==> config.mk <==
export PLATFORM = sky130hd
export DESIGN_NAME = pgde_lane
export DESIGN_NICKNAME = d
export VERILOG_FILES = /design/src/sv/pheromone_grid_diffuse_evaporate_defines.svh /design/src/sv/pgde_pkg.sv /design/src/sv/pgde_lane.sv
export SDC_FILE = /design/constraint.sdc
export NUM_CORES = 2
export LEC_CHECK = 0
export BUFFER_PORTS_ARGS = -buffer_cell sky130_fd_sc_hd__buf_2
export CAP_MARGIN = 5
export CORE_UTILIZATION = 70
export DETAILED_ROUTE_END_ITERATION = 6
export PLACE_DENSITY = 0.88
export SLEW_MARGIN = 0
export SYNTH_ARGS = -nofsm -noshare
export SYNTH_HDL_FRONTEND = slang
export SYNTH_SLANG_ARGS = --single-unit
==> constraint.sdc <==
create_clock -name clk -period 16.8 [get_ports clk]
set_input_delay 2.52 -clock clk [delete_from_list [all_inputs] [get_ports clk]]
set_output_delay 2.52 -clock clk [all_outputs]
set_load 0.02 [all_outputs]
==> src/sv/pheromone_grid_diffuse_evaporate_defines.svh <==
// Assertion macros for the pheromone grid diffuse/evaporate RTL.
`ifndef PHEROMONE_GRID_DIFFUSE_EVAPORATE_DEFINES_SVH
`define PHEROMONE_GRID_DIFFUSE_EVAPORATE_DEFINES_SVH

`ifndef NO_ASSERTIONS

// Same-cycle implication check
`define PGDE_ASSERT_IMP(label, clk, rst_n, ante, cons) \
    label: assert property (@(posedge clk) disable iff (!rst_n) (ante) |-> (cons)) \
        else $error("pgde: same-cycle check failed");

// Next-cycle implication check
`define PGDE_ASSERT_NEXT(label, clk, rst_n, ante, cons) \
    label: assert property (@(posedge clk) disable iff (!rst_n) (ante) |=> (cons)) \
        else $error("pgde: next-cycle check failed");

`else

`define PGDE_ASSERT_IMP(label, clk, rst_n, ante, cons)
`define PGDE_ASSERT_NEXT(label, clk, rst_n, ante, cons)

`endif

`endif

==> src/sv/pgde_pkg.sv <==
// Shared types, constants and helpers for the pheromone grid diffuse/evaporate block.
package pgde_pkg;

    // Field and register widths
    localparam int LEVEL_W     = 18;
    localparam int GAIN_W      = 16;
    localparam int SIZE_W      = 9;
    localparam int POS_W       = 8;
    localparam int CFG_DATA_W  = 16;
    localparam int CFG_INDEX_W = 3;

    // Default grid limits
    localparam int MAX_WIDTH_DEF  = 256;
    localparam int MAX_HEIGHT_DEF = 256;

    // Reset values of the configuration registers
    localparam logic [SIZE_W-1:0] GRID_WIDTH_RST       = 9'd256;
    localparam logic [SIZE_W-1:0] GRID_HEIGHT_RST      = 9'd256;
    localparam logic [GAIN_W-1:0] DIFFUSION_GAIN_RST   = 16'd62259;
    localparam logic [GAIN_W-1:0] EVAPORATION_GAIN_RST = 16'd64880;

    // Diagonal neighbor weight, about 1/sqrt(2) in Q0.16
    localparam logic [GAIN_W-1:0] DIAG_WEIGHT = 16'd46341;

    // Configuration register indexes
    typedef enum logic [CFG_INDEX_W-1:0] {
        REG_GRID_WIDTH       = 3'd0,
        REG_GRID_HEIGHT      = 3'd1,
        REG_DIFFUSION_GAIN   = 3'd2,
        REG_EVAPORATION_GAIN = 3'd3,
        REG_PASS_MODE        = 3'd4
    } pgde_reg_t;

    // Input cell payload
    typedef struct packed {
        logic               first_of_frame;
        logic [LEVEL_W-1:0] food_level;
        logic [LEVEL_W-1:0] home_level;
    } pgde_in_t;

    // Result payload
    typedef struct packed {
        logic [POS_W-1:0]   cell_row;
        logic [POS_W-1:0]   cell_col;
        logic [LEVEL_W-1:0] new_food;
        logic [LEVEL_W-1:0] new_home;
    } pgde_out_t;

    // Per-lane stage controls from the sequencer
    typedef struct packed {
        logic shift;
        logic peak;
        logic scale;
        logic evap;
    } pgde_lane_ctl_t;

    // Q0.16 gain times Q10.8 level, truncated back to Q10.8
    function automatic logic [LEVEL_W-1:0] scale_level(
        input logic [GAIN_W-1:0]  gain,
        input logic [LEVEL_W-1:0] level
    );
        logic [GAIN_W+LEVEL_W-1:0] prod;
        prod = (GAIN_W+LEVEL_W)'(gain) * (GAIN_W+LEVEL_W)'(level);
        return prod[GAIN_W+LEVEL_W-1:GAIN_W];
    endfunction

endpackage

==> src/sv/pgde_lane.sv <==
// One pheromone lane: 3x3 window columns, weighted neighbor max, gain multiply, update rule.
module pgde_lane (
    input  logic                           clk,
    input  logic                           rst_n,
    input  pgde_pkg::pgde_lane_ctl_t       ctl,
    input  logic [pgde_pkg::LEVEL_W-1:0]   top_level,
    input  logic [pgde_pkg::LEVEL_W-1:0]   mid_level,
    input  logic [pgde_pkg::LEVEL_W-1:0]   cur_level,
    input  logic [pgde_pkg::GAIN_W-1:0]    diffusion_gain,
    input  logic [pgde_pkg::GAIN_W-1:0]    evaporation_gain,
    output logic [pgde_pkg::LEVEL_W-1:0]   new_level
);
    import pgde_pkg::*;

    // win: 0..2 = column c-2 (top, mid, bottom), 3..5 = column c-1
    logic [LEVEL_W-1:0] win_reg  [6];
    logic [LEVEL_W-1:0] win_next [6];

    logic [LEVEL_W-1:0] ortho_reg [4];
    logic [LEVEL_W-1:0] diag_reg  [4];
    logic [LEVEL_W-1:0] old_reg;
    logic [LEVEL_W-1:0] cur_hold_reg;
    logic [LEVEL_W-1:0] peak_reg;
    logic [LEVEL_W-1:0] prod_reg;

    logic [LEVEL_W-1:0] max_a, max_b, max_c, max_d, max_e, max_f, max_all;
    logic [GAIN_W-1:0]  gain_sel;

    function automatic logic [LEVEL_W-1:0] max2(
        input logic [LEVEL_W-1:0] a,
        input logic [LEVEL_W-1:0] b
    );
        return (a > b) ? a : b;
    endfunction

    // Window shift: new column enters at the right
    always_comb
    begin
        win_next[0] = win_reg[3];
        win_next[1] = win_reg[4];
        win_next[2] = win_reg[5];
        win_next[3] = top_level;
        win_next[4] = mid_level;
        win_next[5] = cur_level;
    end

    always_ff @(posedge clk or negedge rst_n)
    begin
        if (!rst_n)
        begin
            for (int i = 0; i < 6; i++)
            begin
                win_reg[i] <= '0;
            end
        end
        else if (ctl.shift)
        begin
            for (int i = 0; i < 6; i++)
            begin
                win_reg[i] <= win_next[i];
            end
        end
    end

    // Stage 1: neighbor capture and diagonal weighting
    always_ff @(posedge clk)
    begin
        if (ctl.shift)
        begin
            ortho_reg[0] <= win_reg[1];
            ortho_reg[1] <= win_reg[3];
            ortho_reg[2] <= win_reg[5];
            ortho_reg[3] <= mid_level;
            diag_reg[0]  <= scale_level(DIAG_WEIGHT, win_reg[0]);
            diag_reg[1]  <= scale_level(DIAG_WEIGHT, win_reg[2]);
            diag_reg[2]  <= scale_level(DIAG_WEIGHT, top_level);
            diag_reg[3]  <= scale_level(DIAG_WEIGHT, cur_level);
            old_reg      <= win_reg[4];
            cur_hold_reg <= cur_level;
        end
    end

    // Stage 2: max over the eight weighted neighbors, or the current level in evaporation mode
    always_comb
    begin
        max_a   = max2(ortho_reg[0], ortho_reg[1]);
        max_b   = max2(ortho_reg[2], ortho_reg[3]);
        max_c   = max2(diag_reg[0], diag_reg[1]);
        max_d   = max2(diag_reg[2], diag_reg[3]);
        max_e   = max2(max_a, max_b);
        max_f   = max2(max_c, max_d);
        max_all = max2(max_e, max_f);
    end

    always_ff @(posedge clk)
    begin
        if (ctl.peak)
        begin
            peak_reg <= ctl.evap ? cur_hold_reg : max_all;
        end
    end

    // Stage 3: shared gain multiplier
    assign gain_sel = ctl.evap ? evaporation_gain : diffusion_gain;

    always_ff @(posedge clk)
    begin
        if (ctl.scale)
        begin
            prod_reg <= scale_level(gain_sel, peak_reg);
        end
    end

    // Update rule: in evaporation mode the candidate always wins; else it wins if larger or if the old level is empty
    always_comb
    begin
        if (ctl.evap || (old_reg < prod_reg) || (old_reg == '0))
        begin
            new_level = prod_reg;
        end
        else
        begin
            new_level = old_reg;
        end
    end

endmodule

==> qor.yml <==
status:
  outcome: "completed"
setup_path:
  cp_num_buf_inv: 7
  worst-path-max-fanout: 54
  rr_startpoint: "ortho_reg[1][8]"
  critPathRequiredTime_ns: 17.09
  arrival_ns: 9.77
  rrSetupSlack_ns: 7.92
  critPathKind: "in2reg"
  r2r_end: "peak_reg[11]"
  slowest_stage: "a2111oi_2"
  critPathLaunchType: "input port"
  critPathCaptureType: "flip-flop"
  reg2reg_depth: 32
  slowest_delay_ns: 0.84
  cpMostUsedCell: "fa_1"
  crit_family: "adder cells"
clock_tree:
  worstSkewPairLatency_ns: 0.54
  cts_inserted_buffers: 35
  cts_root_buf: "clkbuf_16"
  cts_tree: "built"
  path_clk_slew_ns: 0.07
  htreeDepth: 2
  holdBufCountCts: 0
  clock-sinks: 324
  clockBufferDepth: 3
  cts_setup_buffers: 0
  postCtsResizedCells: 0
timing:
  finalSetupTns_ns: 0
  setup_slack_ns: 7.32
  period_share_pct: 56.4
  setup_viol: 0
  finalHoldViolCount: 0
  rsz0062_at_grt: "no"
  slew_headroom_pct: 21.5
  layout_min_cycle_time_ns: 9.48
  max_freq_mhz: 106
  worst_pin_slew_ns: 1.17
  fin_worst_skew_ns: 0.0241
  report.final.slew_viol_count: 0
yosys:
  ys_ff_latch: 324
  synth_seq_area_share_pct: 23.3
  ys_types: 73
  synth_nets: 4940
  async_flop_share_pct: 33.3
  avgSynthCellArea_um2: 10.8
  synth_edf_count: 216
  yosysWarnings: 0
  synth_top_flop_cell: "edfxtp_1"
  syn-cell-area_mm2: 0.0395
  synth_cells: 3643
global_routing:
  overflow: 0
  grt_max_degree: 135
  first_global_vias: 29700
  grt_first_pass_wirelength_mm: 150
  grt.busiest_layer: "met2"
  grt_use_met1_pct: 39.9
  antenna_found_initial: 2
  grt_use_met2_pct: 59.0
  grt_util_all_layers_pct: 34.0
  grt_use_met3_pct: 4.89
flow_run:
  cap_violations: 0
die:
  die_h_um: 240
  num_rows: 86
  die_x_um: 240
  core_mm2: 0.0554
  boundaryPins: 110
  die-area_mm2: 0.0574
  initial_core_util_pct: 71.3
placed_design:
  dp_hpwl_mm: 74.2
  gp_congestion: 0.941
  numPortBuffers: 109
  pre_cts_slack_ns: 6.80
worst_hold_path:
  hold_depth: 0
  hp-class: "reg2reg"
  hold_end: "ortho_reg[0][17]"
  hp-start: "win_reg[89]"
cells_and_area:
  fill_cells: 3315
  antenna_cells: 0
  drive_above_1_share_pct: 9.01
  ff_latch_area_mm2: 0.00919
  nets: 5033
  syn_to_final_growth_pct: 6.40
  multi_input_area_mm2: 0.0270
drt:
  drt_iter0_drc: 1846
  first_pass_iters: 7
  totalWireLength_mm: 93.2
  wire_per_inst_um: 20.7
  ant_nets: 0
  route.detailed.drc: 0
  vias: 27100
  routed_via_density: 6.00
## cells in the final DEF, fill, tap and decap left out, types with 92 or more instances in the layout
| cell | synthesis | routed |
|---|---|---|
| a21oi_1 | 92 | 92 |
| buf_2 | 4 | 107 |
| dfrtp_1 | 108 | 108 |
| edfxtp_1 | 216 | 216 |
| fa_1 | 464 | 464 |
| ha_1 | 741 | 741 |
| inv_1 | 802 | 802 |
| mux2_2 | 136 | 136 |
| mux2i_1 | 95 | 95 |
| nand2_1 | 238 | 238 |
## through the flow
step	hold slack [ns]	util [%]	instances	cell area (µm²)
2_1_floorplan	0.421	-	3643	39500
3_5_place_dp	0.431	73.7	4446	40800
5_1_grt	0.449	75.9	4511	42000
4_1_cts	0.441	75.9	4510	42000
6_report	0.440	75.9	4511	42000
3_3_place_gp	0.423	73.7	4446	40800
## worst max path at each step
stage | start | endpoint | slack (ns) | depth (start not counted)
2_1_floorplan | ctl[0] | prod_reg[14] | 7.80 | 25
3_3_place_gp | ctl[0] | prod_reg[17] | 6.95 | 26
3_5_place_dp | ctl[0] | prod_reg[17] | 6.80 | 26
4_1_cts | ctl[0] | prod_reg[17] | 7.37 | 26
5_1_grt | ctl[0] | prod_reg[11] | 7.05 | 26
6_report | ctl[0] | prod_reg[11] | 7.32 | 26
## kinds of logic after synthesis
logic type / after synthesis / share of synthesized area (%)
and+or+nand+nor: 578 / 7.14
AOI/OAI and AO/OA: 350 / 5.97
DFF: 324 / 23.3
muxes: 233 / 6.36
buffers and inverters: 870 / 8.46
adders and majority gates: 1205 / 47.0
xor gates and xnor gates: 83 / 1.84
## Yosys cell counts, drive strengths merged, types with 23 or more instances
library cell  instances  area share (%)
nor2                 76            0.72
and2                 49            0.78
o21ai                64            0.81
clkbuf               45            0.43
edfxtp              216              16
nand2               238             2.3
a21o                 84             1.6
fa                  464              24
o21a                 23            0.44
inv                 802             7.6
ha                  741              23
buf                  23            0.41
a21oi                92             1.2
nand4                40            0.63
mux2                138             4.0
xnor2                64             1.4
nor2b                65             1.0
dfrtp               108             6.8
mux2i                95             2.4
## area by class of cell
class / count / share of cell area (%)
tap: 748 / 2.23
inverter: 802 / 7.16
timing repair buffer: 124 / 1.60
sequential: 324 / 21.9
clock inverter: 23 / 0.655
multi-input combinational: 2449 / 64.3
clock buffer: 41 / 2.23
## routing by layer
metal	up-vias	routed length (µm)
met4	4	6440
met5	-	28
met2	1048	46400
met1	13500	34700
met3	362	5670
li1	12200	-
Power is left out: the tool's default activity adds up to more than one toggle a clock period on the data nets, which glitch-free logic cannot reach.
